===== src/design/cmfp_pkg.sv =====
// shared widths and register index codes of the colour matrix
`timescale 1ns / 1ps

package cmfp_pkg;

    localparam int CW        = 20;  // packed coefficient / offset width
    localparam int XW        = 16;  // input component width
    localparam int OW        = 16;  // output component width
    localparam int CFG_W     = 60;  // widest register
    localparam int CFG_IDX_W = 3;
    localparam int NCH       = 3;   // components per pixel

    typedef enum logic [CFG_IDX_W-1:0] {
        CFG_ROW0     = 3'd0,
        CFG_ROW1     = 3'd1,
        CFG_ROW2     = 3'd2,
        CFG_OFFSETS  = 3'd3,
        CFG_IN_BITS  = 3'd4,
        CFG_OUT_BITS = 3'd5
    } t_cfg_idx;

endpackage


===== src/design/cmfp_div.sv =====
// pipelined exact divide by full scale, round half to even and clip for one channel
`timescale 1ns / 1ps

module cmfp_div import cmfp_pkg::*; #(
    parameter int DW = 16,
    parameter int F  = 14,
    parameter int NW = 56
) (
    input  logic                 i_clk,
    input  logic                 i_rst_n,
    input  logic                 i_valid,
    input  logic signed [NW-1:0] i_num,
    input  logic [DW-1:0]        i_din,
    input  logic [DW-1:0]        i_dout,
    output logic                 o_valid,
    output logic [OW-1:0]        o_res
);

    localparam int QW   = DW + 1;   // quotient bits kept
    localparam int DENW = DW + F;   // denominator width

    logic [DENW-1:0] w_den;
    logic [NW-1:0]   w_lim;

    assign w_den = {i_din, {F{1'b0}}};
    assign w_lim = NW'(w_den) << QW;

    // one restoring step per stage, stage 0 holds the split numerator
    logic            r_v   [0:QW];
    logic            r_neg [0:QW];
    logic            r_ovf [0:QW];
    logic [DENW-1:0] r_rem [0:QW];
    logic [QW-1:0]   r_low [0:QW-1];
    logic [QW-1:0]   r_q   [1:QW];

    always_ff @(posedge i_clk) begin
        if (!i_rst_n) begin
            r_v[0] <= 1'b0;
        end else begin
            r_v[0] <= i_valid;
        end
        r_neg[0] <= i_num[NW-1];
        r_ovf[0] <= ($unsigned(i_num) >= w_lim);
        r_rem[0] <= i_num[DENW+QW-1:QW];
        r_low[0] <= i_num[QW-1:0];
    end

    genvar k;
    generate
        for (k = 1; k <= QW; k++) begin : g_step
            logic [DENW:0] w_t;
            logic [DENW:0] w_diff;
            logic          w_ge;
            logic [QW-1:0] w_qin;

            assign w_t    = {r_rem[k-1], r_low[k-1][QW-1]};
            assign w_diff = w_t - {1'b0, w_den};
            assign w_ge   = (w_t >= {1'b0, w_den});

            if (k == 1) begin : g_first
                assign w_qin = '0;
            end else begin : g_next
                assign w_qin = r_q[k-1];
            end

            always_ff @(posedge i_clk) begin
                if (!i_rst_n) begin
                    r_v[k] <= 1'b0;
                end else begin
                    r_v[k] <= r_v[k-1];
                end
                r_neg[k] <= r_neg[k-1];
                r_ovf[k] <= r_ovf[k-1];
                r_rem[k] <= w_ge ? w_diff[DENW-1:0] : w_t[DENW-1:0];
                r_q[k]   <= {w_qin[QW-2:0], w_ge};
            end

            if (k < QW) begin : g_low
                always_ff @(posedge i_clk) begin
                    r_low[k] <= r_low[k-1] << 1;
                end
            end
        end
    endgenerate

    // round to nearest, ties to even, then clip to [0, dout]
    logic          w_gt;
    logic          w_eq;
    logic          w_up;
    logic [QW:0]   w_qr;
    logic [DW-1:0] w_res;
    logic          r_out_v;
    logic [OW-1:0] r_res;

    assign w_gt = ({r_rem[QW], 1'b0} > {1'b0, w_den});
    assign w_eq = ({r_rem[QW], 1'b0} == {1'b0, w_den});
    assign w_up = w_gt | (w_eq & r_q[QW][0]);
    assign w_qr = {1'b0, r_q[QW]} + (QW+1)'(w_up);

    always_comb begin
        if (r_neg[QW]) begin
            w_res = '0;
        end else if (r_ovf[QW] || (w_qr > (QW+1)'(i_dout))) begin
            w_res = i_dout;
        end else begin
            w_res = w_qr[DW-1:0];
        end
    end

    always_ff @(posedge i_clk) begin
        if (!i_rst_n) begin
            r_out_v <= 1'b0;
        end else begin
            r_out_v <= r_v[QW];
        end
        r_res <= OW'(w_res);
    end

    assign o_valid = r_out_v;
    assign o_res   = r_res;

endmodule


===== config.mk =====
export PLATFORM = sky130hd
export DESIGN_NAME = cmfp_div
export DESIGN_NICKNAME = d
export VERILOG_FILES = /design/src/design/cmfp_pkg.sv /design/src/design/cmfp_div.sv
export SDC_FILE = /design/constraint.sdc
export NUM_CORES = 1
export LEC_CHECK = 0
export BUFFER_PORTS_ARGS = -buffer_cell sky130_fd_sc_hd__buf_2
export CORE_UTILIZATION = 44
export DETAILED_ROUTE_END_ITERATION = 16
export PLACE_DENSITY_LB_ADDON = 0.08
export SLEW_MARGIN = 5
export SYNTH_ARGS = -nofsm -noshare
export SYNTH_HDL_FRONTEND = slang
export SYNTH_SLANG_ARGS = --single-unit

===== constraint.sdc =====
create_clock -name i_clk -period 5.5 [get_ports i_clk]
set_clock_uncertainty 0.05 [all_clocks]
set_input_delay 1.375 -clock i_clk [delete_from_list [all_inputs] [get_ports i_clk]]
set_output_delay 1.375 -clock i_clk [all_outputs]
set_load 0.02 [all_outputs]

Yosys cells after proc, flatten, opt, wreduce, memory -nomap -nowiden --
Memory sizes are Yosys's and may differ from the RTL's. A register that Yosys moved wholly into a read port is not among the register bits. Cells that the tools add are included. Widths: inputs -> output; s select.
Word-level totals: bits in registers 16, RAM bits 1172, bits of input ports 91, output and inout port bits 17, word-level logic and storage cells 106, memories kept 6
Cells by class: $add $sub $neg 18, order comparisons 20, equal/unequal tests 1, mux-type cells 38, bitwise logic cells 20, reductions and logical operators 2
Memories:
- r_rem | words 18, width 30, rd ports 18, clocked after memory_dff 0, write ports 18, line cmfp_div.sv:32 | logic [DENW-1:0] r_rem [0:QW];
- r_low | words 17, width 17, rd ports 17, clocked after memory_dff 0, write ports 17, line cmfp_div.sv:33 | logic [QW-1:0] r_low [0:QW-1];
- r_q | words 17, width 17, rd ports 17, clocked after memory_dff 0, write ports 17, line cmfp_div.sv:34 | logic [QW-1:0] r_q [1:QW];
- r_neg | words 18, width 1, rd ports 18, clocked after memory_dff 0, write ports 18, line cmfp_div.sv:30 | logic r_neg [0:QW];
- r_ovf | words 18, width 1, rd ports 18, clocked after memory_dff 0, write ports 18, line cmfp_div.sv:31 | logic r_ovf [0:QW];
- r_v | words 18, width 1, rd ports 18, clocked after memory_dff 1, write ports 18, line cmfp_div.sv:29 | logic r_v [0:QW];
Operator list (count):
- $ge 31x30->1 | 17
- $mux 30 | 17
- $sub 30x30->30 | 17
- $ge 56x47->1 | 1
- $gt 31x30->1 | 1
- $eq 30x29->1 | 1
- $mux 1 | 20
- $or 1x1->1 | 19
- $add 17x1->18 | 1
- $gt 18x16->1 | 1
- $mux 16 | 1
- $and 1x1->1 | 1
- $logic_not 1->1 | 1
- $logic_or 1x1->1 | 1

Longest topological paths before layout --
Gate-level depths: netlist of the first run. An unclocked memory read counts as a cell.
depth after elaboration 8, depth in mapped cells 22, gate-level depth less buffers 21

Least setup slack after synthesis of the first run --
No wires, ideal clock.
path kind input -> register, start in i_din[10], end reg r_res[10], in the netlist o_res[10], library setup time 78 ps, arrival 5575 ps, data required time 5372 ps, path slack -203 ps, stages on the path 21, path buffers 1, cell sequence inv_1 ha_1 nand4_1 or4_1 nor2_1 a2111oi_0 a21oi_1 ha_1 ha_1 nand4_1 nor2_1 nand3_1 xnor2_1 ha_1 nand4_1 nor2_1 mux2_2 a31oi_1 clkbuf_1 nor3_1 nor3_1
Between the ends: cells in the longest elaborated chain, start to end 7
Ends and longest elaborated chain:
- start, declared | line cmfp_div.sv:13 | input logic [DW-1:0] i_din,
- branches (longest 2 deep; another with $gt 31x30->1)
- $or 1x1->1 * | line cmfp_div.sv:97 | assign w_up = w_gt | (w_eq & r_q[QW][0]);
- $add 17x1->18 * | line cmfp_div.sv:98 | assign w_qr = {1'b0, r_q[QW]} + (QW+1)'(w_up);
- $gt 18x16->1 | line cmfp_div.sv:103 | end else if (r_ovf[QW] || (w_qr > (QW+1)'(i_dout))) begin
- $logic_or 1x1->1 | line cmfp_div.sv:103
- $mux 16 * | line cmfp_div.sv:103
- end signal, assigned | line cmfp_div.sv:116 | r_res <= OW'(w_res);
- end, declared | line cmfp_div.sv:93 | logic [OW-1:0] r_res;
Every way passes the cells marked *. A chain may end at the register's enable or synchronous reset.

Final worst setup path of the first run --
start in i_din[10], end reg r_res[1], in the netlist o_res[1]
Same word-level chain as after synthesis.

==> results_dict.tcl, run 1 <==
set metrics [dict create \
    leakage_nw 18.7 \
    hold_start "r_low[0][76]" \
    synth_area_um2 37900 \
    yosysWarnings 0 \
    yosys-mux-area-fraction_pct 7.34 \
    grtUsageTotal_pct 21.9 \
    yosysTopAreaCell "dfxtp_1" \
    syn2layout_area_growth_pct 14.9 \
    grt_pass1_vias 27022 \
    layout-drive-gt1-share_pct 15.9 \
    powerDensity_nw_per_um2 644 \
    synthSimpleGateAreaFrac_pct 12.9 \
    postCtsSetupBuffers 0 \
    grt_antenna_before_repair 0 \
    synth-adder-area-share_pct 11.5 \
    arrival_ns 5.76 \
    synth_compound_area_share_pct 13.6 \
    finalWorstSetupSlack_ns 0.262 \
    yosys.area.top_type_share_pct 48.4 \
    clk_latency_ns 0.66 \
    crit_start "i_din[10]" \
    routabilityCongestion 0.860 \
    endpoint_kind "flip-flop" \
    drt_wl_total_mm 96.0 \
    worst_setup_path_start_kind "input pin" \
    fin_crit_sh_pct 95.2 \
    synth_most_common_cell "dfxtp_1" \
    fin_util_pct 51.1 \
    status "completed" \
    synth_xor_area_share_pct 4.16 \
    tritoncts "yes" \
    port-buffer-count 107 \
    nets 4178 \
    synthesis.nets 3954 \
    fmax_mhz 191 \
    synth-seq-cells 917 \
    synth_top_family_by_area "compound AO/OA/AOI/OAI gates" \
    fin_cells 4972 \
    clockBufferDepth 3 \
    dp.cells 4795 \
    root_buffer "clkbuf_16" \
    final_max_slew_viol_count 0 \
    placed_cell_area_um2 40200 \
    detail_route.wl_per_cell_um 19.3 \
    fillers 7675 \
    timing.rr.start "r_rem[17][25]" \
    yosys-top-cells-area "dfxtp_1 (48%), ha_1 (11%), mux2_2 (5.6%), xnor2_1 (3.2%), a21oi_1 (2.9%)" \
    final-setup-viol-count 0 \
    vdd_ir_drop_max_mv 0.318 \
    period_minus_slack_ns 5.24 \
    coreArea_um2 85300 \
    hp-class "reg -> reg" \
    path_class "in -> reg" \
    grt_max_degree 20 \
    ys_top_cells_by_count "dfxtp_1 (917), ha_1 (322), a21oi_1 (223), mux2_2 (190), nor2_1 (163)" \
    clkTransAtPathRegs_ns 0.06 \
    start_util_pct 44.5 \
    numCtsBuffers 95 \
    ioPinCount 108 \
    postRouteAntennaNets 0 \
    rsz0062_at_grt "yes" \
    overflow 0 \
    drtIter0Drc 1380 \
    critPathMaxFanout 16 \
    hold_viol_final 0 \
    ys_types 89 \
    maxCapViolCount 0 \
    grt_pass1_wl_mm 149 \
    async_reset_ff_share_pct 0 \
    vias 27096 \
    die-area_um2 87400 \
    design_area_um2 43600 \
    cp.required_ns 6.02 \
    total_power_w 0.0281 \
    route.detailed.drc 0 \
    htree_levels 3 \
    pre_cts_ws_ns -0.394 \
    synth_seq_area_share_pct 48.4 \
    clock-sinks 917 \
    slew-limit-headroom_pct 27.2 \
    synth_edf_count 0 \
    avgViaCountPerCell 5.45 \
    dr.pass1.iters 5 \
    rows 107 \
    die_width_um 296 \
    dp_hpwl_mm 70.4 \
    synthCells 3524 \
    fp.dieH_um 296 \
    avgSynthCellArea_um2 10.8 \
    ys.flop_type "dfxtp_1" \
    worst_slew_pin_slew_ns 1.09 \
]
[cell usage in the layout, fill, tap and decap left out, types with 20 or more instances in the layout]
cell and count:
and4_1 22, a31oi_1 25, nor4_1 65, dfxtp_1 917, inv_1 139, a211oi_1 24
xnor2_1 139, o21ai_0 106, mux2_2 189, nand2_1 136, nand3_1 43, a21o_1 91
o21a_1 51, a21oi_1 223, clkbuf_16 97, or2_2 20, o31ai_1 23, xor2_1 41
nor3_1 77, or3_1 28, nor3b_1 21, buf_4 63, nand4_1 42, nor2b_1 58
o211ai_1 33, and3_1 44, and2_1 49, mux2i_1 45, buf_2 107, nand2b_1 35
nor2_1 161, ha_1 319
[timing repair]
item	in CTS	in global routing
gates resized for setup	0	2
setup endpoints to repair	0	3
hold buffers	0	0
[area by class of cell]
class | count | area, um2 | area share, %
Tap cell | 1144 | 1430 | 3.28
Sequential cell | 917 | 18400 | 42.1
Multi-Input combinational cell | 2416 | 18900 | 43.3
Clock buffer | 119 | 2660 | 6.10
Clock inverter | 57 | 678 | 1.56
Timing Repair Buffer | 172 | 1050 | 2.41
Inverter | 146 | 552 | 1.27
Antenna cell | 1 | 2.50 | 0.00574
[worst paths after layout]
check | end | slack, ns | cells after the start
max reg2reg | o_res[1] | 0.83 | 20
min | r_low[0][94] | 0.27 | 0
max | o_res[1] | 0.26 | 22
min reg2reg | r_low[0][94] | 0.27 | 0
[kinds of logic after synthesis]
group | after synthesis
compound gates | 765
xor+xnor | 180
fa+ha+maj | 339
buf+inv | 191
flops | 917
mux | 248
simple gates | 884
[critical path, cell delays in order]
cell	delay (ns)
buf_2	0.10
clkinvlp_4	0.10
ha_4	0.28
nand4_1	0.11
or4_1	0.55
nor2_1	0.10
a2111oi_0	0.08
a21oi_1	0.18
buf_4	0.17
ha_2	0.19
ha_2	0.17
nand4_1	0.16
nor2_2	0.20
nand3_1	0.12
xnor2_1	0.17
ha_1	0.33
nand4_1	0.16
nor2_4	0.15
mux2_4	0.33
a31oi_4	0.40
o21ai_0	0.17
a21oi_1	0.16
[per-layer routing]
layer	global-route usage [%]	routed length (um)	up-vias
met5	0	0	-
met4	7.47	3060	0
met3	3.28	3660	183
met2	37.9	45900	558
met1	27.7	43300	12951
li1	-	-	13404
[metrics by stage]
step | TNS, ns | hold WS (ns)
finish | 0 | 0.272
global route | -0.0372 | 0.277
CTS | 0 | 0.273
detailed placement | -5.01 | 0.262
global placement | -4.08 | 0.259
floorplan | 0 | 0.260
[registers in the layout (all words and copies together) (netlist names)]
signal	flops
r_rem	540
r_low	153
r_neg	18
o_valid	1
r_q	153
r_v	18
r_ovf	18
o_res	16
[power by group]
| part | leakage, nW | internal (W) | switching [W] | total, W |
|---|---|---|---|---|
| clock network | 1.61 | 0.00394 | 0.00271 | 0.00665 |
| logic | 9.38 | 0.00582 | 0.00618 | 0.0120 |
| registers | 7.71 | 0.00842 | 0.00102 | 0.00943 |
| total | 18.7 | 0.0182 | 0.00991 | 0.0281 |
(Power assumes the default switching activity.)
==> run 2: changes to the inputs <==
- MAX_ROUTING_LAYER: not set -> met4
- RECOVER_POWER: not set -> 100
==> run 2 against run 1 <==
- utilization down 0.35 points
- count of clock-buffer cells in the layout is 2 lower
- combinational power hardly changed
- the flow now finishes with violations (max-capacitance violations, max-slew violations)
- non-clock buffer count fell by 1
- critical path depth fell by 10
- hold slack got worse by 0.0036 ns
- sequential power barely moved
- first-iteration DRC count decreased by 1.9%
- sequential cell count unchanged
- highest routed layer unchanged
- sequential share of layout area is 0.29 points higher
- critical path type unchanged
- via count barely moved
==> results_dict.tcl, run 2 (synthesis gave the netlist of run 1 again) <==
set metrics [dict create \
    cp_num_cells 12 \
    final_common_cell "dfxtp_1" \
    clk_latency_ns 0.66 \
    cpLargestDelayFamily "buffers and inverters" \
    overflow 0 \
    clock-sinks 917 \
    reg.largest.list "r_rem x540, r_low x153, r_q x153" \
    swShare_pct 35.4 \
    crit_start "i_din[0]" \
    layout-drive-gt1-share_pct 12.9 \
    final_max_slew_viol_count 34 \
    clkTransAtPathRegs_ns 0.07 \
    maxCapViolCount 2 \
    avgViaCountPerCell 5.46 \
    grt_pass1_wl_mm 150 \
    start_util_pct 44.5 \
    coreArea_um2 85300 \
    fmax_mhz 191 \
    regToRegSetupSlack_ns 0.89 \
    grt_max_degree 20 \
    p_int_w 0.0180 \
    worst_slew_pin_slew_ns 1.75 \
    drtIter0Drc 1354 \
    slowest_delay_ns 1.09 \
    endpoint "r_rem[11][23]" \
    critPathMaxFanout 13 \
    largest_register_ffs 540 \
    port-buffer-count 107 \
    antenna_cells 0 \
    cpMostUsedCell "clkbuf_1" \
    cp.buffers_inverters 5 \
    dr.pass1.iters 6 \
    clockBufferDepth 3 \
    design_area_um2 43300 \
    powerDensity_nw_per_um2 643 \
    final_cell_mix "dfxtp_1 (917), ha_1 (319), a21oi_1 (225), mux2_2 (162), nor2_1 (161)" \
    r2r_cells 22 \
    vdd_ir_drop_max_mv 0.300 \
    routabilityCongestion 0.878 \
    status "finished, violations left" \
    slew-limit-headroom_pct -17.7 \
    cp.required_ns 5.97 \
    failed_checks "max-capacitance violations, max-slew violations" \
    rsz0062_at_grt "no" \
    ctsHoldBuffers 0 \
    grt_antenna_before_repair 3 \
    leakage_nw 18.4 \
    grt_pass1_vias 27013 \
    ioPinCount 108 \
    root_buffer "clkbuf_16" \
    timing.rr.start "r_rem[17][24]" \
    numCtsBuffers 93 \
    htree_levels 3 \
    placed_cell_area_um2 40200 \
    seqPwrFrac_pct 33.9 \
    die_width_um 296 \
    grtUsageTotal_pct 22.7 \
    hp-class "reg -> reg" \
    tritoncts "yes" \
    power.switching_w 0.00984 \
    fin_crit_sh_pct 95.4 \
    total_power_w 0.0278 \
    rows 107 \
    period_minus_slack_ns 5.25 \
    syn2layout_area_growth_pct 14.1 \
    die-area_um2 87400 \
    fp.dieH_um 296 \
    hold_viol_final 0 \
    endpoint_kind "flip-flop" \
    nets 4175 \
    drt_wl_total_mm 96.9 \
    postRouteAntennaNets 0 \
    timing.rr.end "o_res[2]" \
    worst_setup_path_start_kind "input pin" \
    comb_power_share_pct 42.3 \
    path_class "in -> reg" \
    detail_route.wl_per_cell_um 19.5 \
    setup_tns_ns 0 \
    final-setup-viol-count 0 \
    arrival_ns 5.72 \
    largest_register "r_rem" \
    critical_path.cell_chain "buf_2, buf_4, clkbuf_1, ha_1, nor2b_1, o211ai_1, a31oi_1, clkbuf_1, a221oi_1, o21a_1, inv_1, mux2_2" \
    cp_slowest_cell "clkbuf_1" \
    power_frac_clock_pct 23.8 \
    vias 27095 \
    dp_hpwl_mm 70.9 \
    route.detailed.drc 0 \
]
[run 2: cell types whose count changed in the layout (fill, tap and decap cells not counted), moves of 27 or more]
cell,before,now
buf_2,107,69
clkbuf_1,7,55
mux2_1,0,40
mux2_2,189,162
[run 2: layout make-up]
cell class                      count  area [um2]
Fill cell                        7667       42000
Clock inverter                     52         672
Sequential cell                   917       18400
Tap cell                         1144        1430
Clock buffer                      117        2590
Timing Repair Buffer              171         961
Multi-Input combinational cell   2416       18700
Inverter                          146         552
[run 2: how the worst min path moves through the flow]
| stage | from | to | depth (start not counted) |
|---|---|---|---|
| after floorplan | r_low[0][82] | r_low[0][100] | 0 |
| after global placement | r_q[16][0] | r_q[17][1] | 0 |
| after detailed placement | r_low[0][92] | r_low[0][110] | 0 |
| after CTS | r_q[15][12] | r_q[16][13] | 0 |
| after global routing | r_low[0][145] | r_low[0][163] | 0 |
| final | r_low[0][145] | r_low[0][163] | 0 |
[run 2: metal layers]
| layer | part of all wire, % | up-vias | track usage, % |
|---|---|---|---|
| li1 | - | 13415 | - |
| met1 | 45 | 12884 | 28.3 |
| met2 | 48 | 596 | 38.1 |
| met3 | 3.6 | 200 | 2.75 |
| met4 | 3.2 | 0 | 7.58 |
| met5 | 0 | - | - |
[run 2: what timing repair did]
action / in CTS / in global routing
setup buffers: 0 / 0
endpoints found under the setup margin: 0 / 1
resized for setup: 0 / 1
[run 2: per-stage QoR]
| stage | hold WS (ns) | cells | setup WS [ns] | util (%) |
|---|---|---|---|---|
| 2_1_floorplan | 0.260 | 3524 | 0.0137 | - |
| 3_3_place_gp | 0.260 | 4794 | -0.313 | 47.2 |
| 3_5_place_dp | 0.262 | 4794 | -0.376 | 47.2 |
| 4_1_cts | 0.270 | 4963 | 0.318 | 51.0 |
| 5_1_grt | 0.275 | 4963 | 0.0170 | 50.8 |
| 6_report | 0.268 | 4963 | 0.253 | 50.8 |
[run 2: power by group through the flow]
stage / combinational (W) / clock (W) / sequential (W)
after floorplan: 0.00939 / 0 / 0.00904
after global placement: 0.0116 / 0 / 0.00961
after detailed placement: 0.0119 / 0 / 0.00959
after CTS: 0.0120 / 0.00679 / 0.00947
after global routing: 0.0131 / 0.00706 / 0.00960
final: 0.0118 / 0.00663 / 0.00943
==> run 3: changes to the inputs <==
- ABC_AREA: not set -> 1
==> run 3 against run 2 <==
- the flow still finishes with violations (max-capacitance violations, max-slew violations)
- count of clock-buffer cells in the layout up 8
- clock power up 2%
- routed wire length up 5.4%
- global-route usage up 0.90 points
- utilization down 0.79 points
- sequential cell count unchanged
- critical endpoint is now r_rem[8][21]
==> results_dict.tcl, run 3 <==
set metrics [dict create \
    grt_pass1_vias 28746 \
    final_cell_mix "nand2_1 (1153), dfxtp_1 (917), nand3_1 (439), inv_1 (402), ha_1 (322)" \
    regToRegSetupSlack_ns 1.28 \
    die-area_um2 88500 \
    maxCapViolCount 1 \
    multi_input_area_um2 17800 \
    route.detailed.drc 0 \
    port-buffer-count 107 \
    largest_register "r_rem" \
    final-setup-viol-count 0 \
    avgViaCountPerCell 5.00 \
    path_class "in -> reg" \
    numCtsBuffers 97 \
    fp.dieH_um 298 \
    synthesis.nets 4913 \
    clk_latency_ns 0.66 \
    async_reset_ff_share_pct 0 \
    largest_register_ffs 540 \
    timing.rr.start "r_rem[17][7]" \
    rows 108 \
    ys_types 42 \
    coreArea_um2 86600 \
    endpoint_kind "flip-flop" \
    period_minus_slack_ns 5.16 \
    detail_route.wl_per_cell_um 17.3 \
    avgSynthCellArea_um2 8.57 \
    fmax_mhz 194 \
    use_met2_pct 37.9 \
    grt_max_degree 33 \
    drtIter0Drc 1531 \
    holdPathStages 0 \
    drt_wl_total_mm 102 \
    ys.flop_type "dfxtp_1" \
    endpoint "r_rem[8][21]" \
    cts_resized 0 \
    tritoncts "yes" \
    die_width_um 298 \
    ctsHoldBuffers 0 \
    clock-sinks 917 \
    synth_seq_area_share_pct 47.8 \
    critical_path.cell_chain "buf_2, inv_1, buf_2, ha_1, nand2_1, inv_1, nand2_1, nor3_1, a41oi_1, nand2_1, nand2_1, nand2_1" \
    failed_checks "max-capacitance violations, max-slew violations" \
    finalWorstSetupSlack_ns 0.336 \
    use_met1_pct 30.1 \
    fin_crit_sh_pct 93.9 \
    cp.buffers_inverters 4 \
    rsz0062_at_grt "no" \
    busiest_layer "met2" \
    yosysWarnings 0 \
    start_util_pct 44.4 \
    postRouteAntennaNets 0 \
    worst_slew_pin_slew_ns 1.57 \
    fillers 8440 \
    yosysTopAreaCell "dfxtp_1" \
    cp_num_cells 12 \
    crit_start "i_din[6]" \
    leakage_nw 21.5 \
    slew-limit-headroom_pct -5.92 \
    regArea_um2 18400 \
    nets 5095 \
    slowest_delay_ns 1.24 \
    ioPinCount 108 \
    worst_setup_path_start_kind "input pin" \
    powerDensity_nw_per_um2 638 \
    synth-seq-cells 917 \
    dp_hpwl_mm 73.7 \
    reg.largest.list "r_rem x540, r_low x153, r_q x153" \
    synth_edf_count 0 \
    clkTransAtPathRegs_ns 0.06 \
    fin_util_pct 50.0 \
    root_buffer "clkbuf_16" \
    grt_util_met3_pct 3.56 \
    clockBufferDepth 3 \
    syn2layout_area_growth_pct 12.6 \
    synth_most_common_cell "nand2_1" \
    yosys.area.top_type_share_pct 47.8 \
    synthCells 4483 \
    critPathMaxFanout 18 \
    grtUsageTotal_pct 23.6 \
    pre_cts_ws_ns -0.0549 \
    final_max_slew_viol_count 18 \
    vias 29538 \
    timing.rr.end "o_res[1]" \
    ys_top_cells_by_count "nand2_1 (1121), dfxtp_1 (917), nand3_1 (439), inv_1 (402), ha_1 (322)" \
    routabilityCongestion 0.914 \
    synth_area_um2 38400 \
    grt_antenna_before_repair 0 \
    dr.pass1.iters 5 \
    grt_pass1_wl_mm 160 \
    yosys-top-cells-area "dfxtp_1 (48%), nand2_1 (11%), ha_1 (10%), nand3_1 (5.7%), inv_1 (3.9%)" \
    cpMostUsedCell "nand2_1" \
    htree_levels 3 \
    cpLargestDelayFamily "simple AND/OR/NAND/NOR gates" \
    r2r_cells 25 \
    final_common_cell "nand2_1" \
    hold_viol_final 0 \
    status "finished, violations left" \
    vdd_ir_drop_max_mv 0.287 \
    arrival_ns 5.64 \
    layout-drive-gt1-share_pct 6.78 \
    hp-class "reg -> reg" \
    postCtsSetupBuffers 0 \
    cp.required_ns 5.98 \
    cp_slowest_cell "a41oi_1" \
    overflow 0 \
]
## run 3: cell types whose count changed in the layout (fill, tap and decap cells not counted), moves of 50 or more
cell	before	now
nor2_1	161	237
nand2_1	136	1153
xnor2_1	139	52
xor2_1	41	151
mux2_2	162	0
a21o_1	91	39
inv_1	145	402
nor2b_1	58	0
nor3_1	76	26
nand3_1	43	439
## run 3: cell families after synthesis
kind of cell | Yosys count | share of synthesized area, %
xor+xnor | 203 | 4.63
buf+inv | 468 | 5.26
fa+ha+maj | 339 | 11.4
flops | 917 | 47.8
simple gates | 2037 | 23.2
compound gates | 519 | 7.79
## run 3: per-layer routing
layer | up-vias | wire length (um) | part of all wire (%)
li1 | 15195 | - | -
met1 | 13607 | 47700 | 47
met2 | 548 | 46600 | 46
met3 | 188 | 4170 | 4.1
met4 | 0 | 3690 | 3.6
met5 | - | 0 | 0
## run 3: stage by stage
step	instances	TNS (ns)	hold WS [ns]	cell area, um2	power [W]
after floorplan	4483	0	0.260	38400	0.0182
after global placement	5721	0	0.260	40200	0.0212
after detailed placement	5721	-0.610	0.262	40200	0.0211
after CTS	5903	0	0.268	43600	0.0280
after global routing	5903	0	0.274	43300	0.0299
final	5904	0	0.262	43300	0.0276
## run 3: worst min path at each step
stage	from	to	slack (ns)
global route	r_low[0][1]	r_low[0][19]	0.27
finish	r_q[13][11]	r_q[14][12]	0.26
global placement	r_ovf[4]	r_ovf[5]	0.26
detailed placement	r_low[0][83]	r_low[0][101]	0.26
floorplan	r_low[0][82]	r_low[0][100]	0.26
CTS	r_q[13][11]	r_q[14][12]	0.27
## run 3: area by class of cell
cell class | instances | share of cell area (%)
Sequential cell | 917 | 42.4
Multi-Input combinational cell | 3098 | 41.1
Clock buffer | 125 | 6.15
Inverter | 402 | 3.49
Tap cell | 1155 | 3.34
Timing Repair Buffer | 149 | 1.86
Clock inverter | 57 | 1.65
Antenna cell | 1 | 0.00578
## run 3: power by group
group	leakage [nW]	switching [W]	internal, W
Clock	1.62	0.00274	0.00399
Sequential	7.72	0.00105	0.00846
Combinational	12.2	0.00727	0.00411
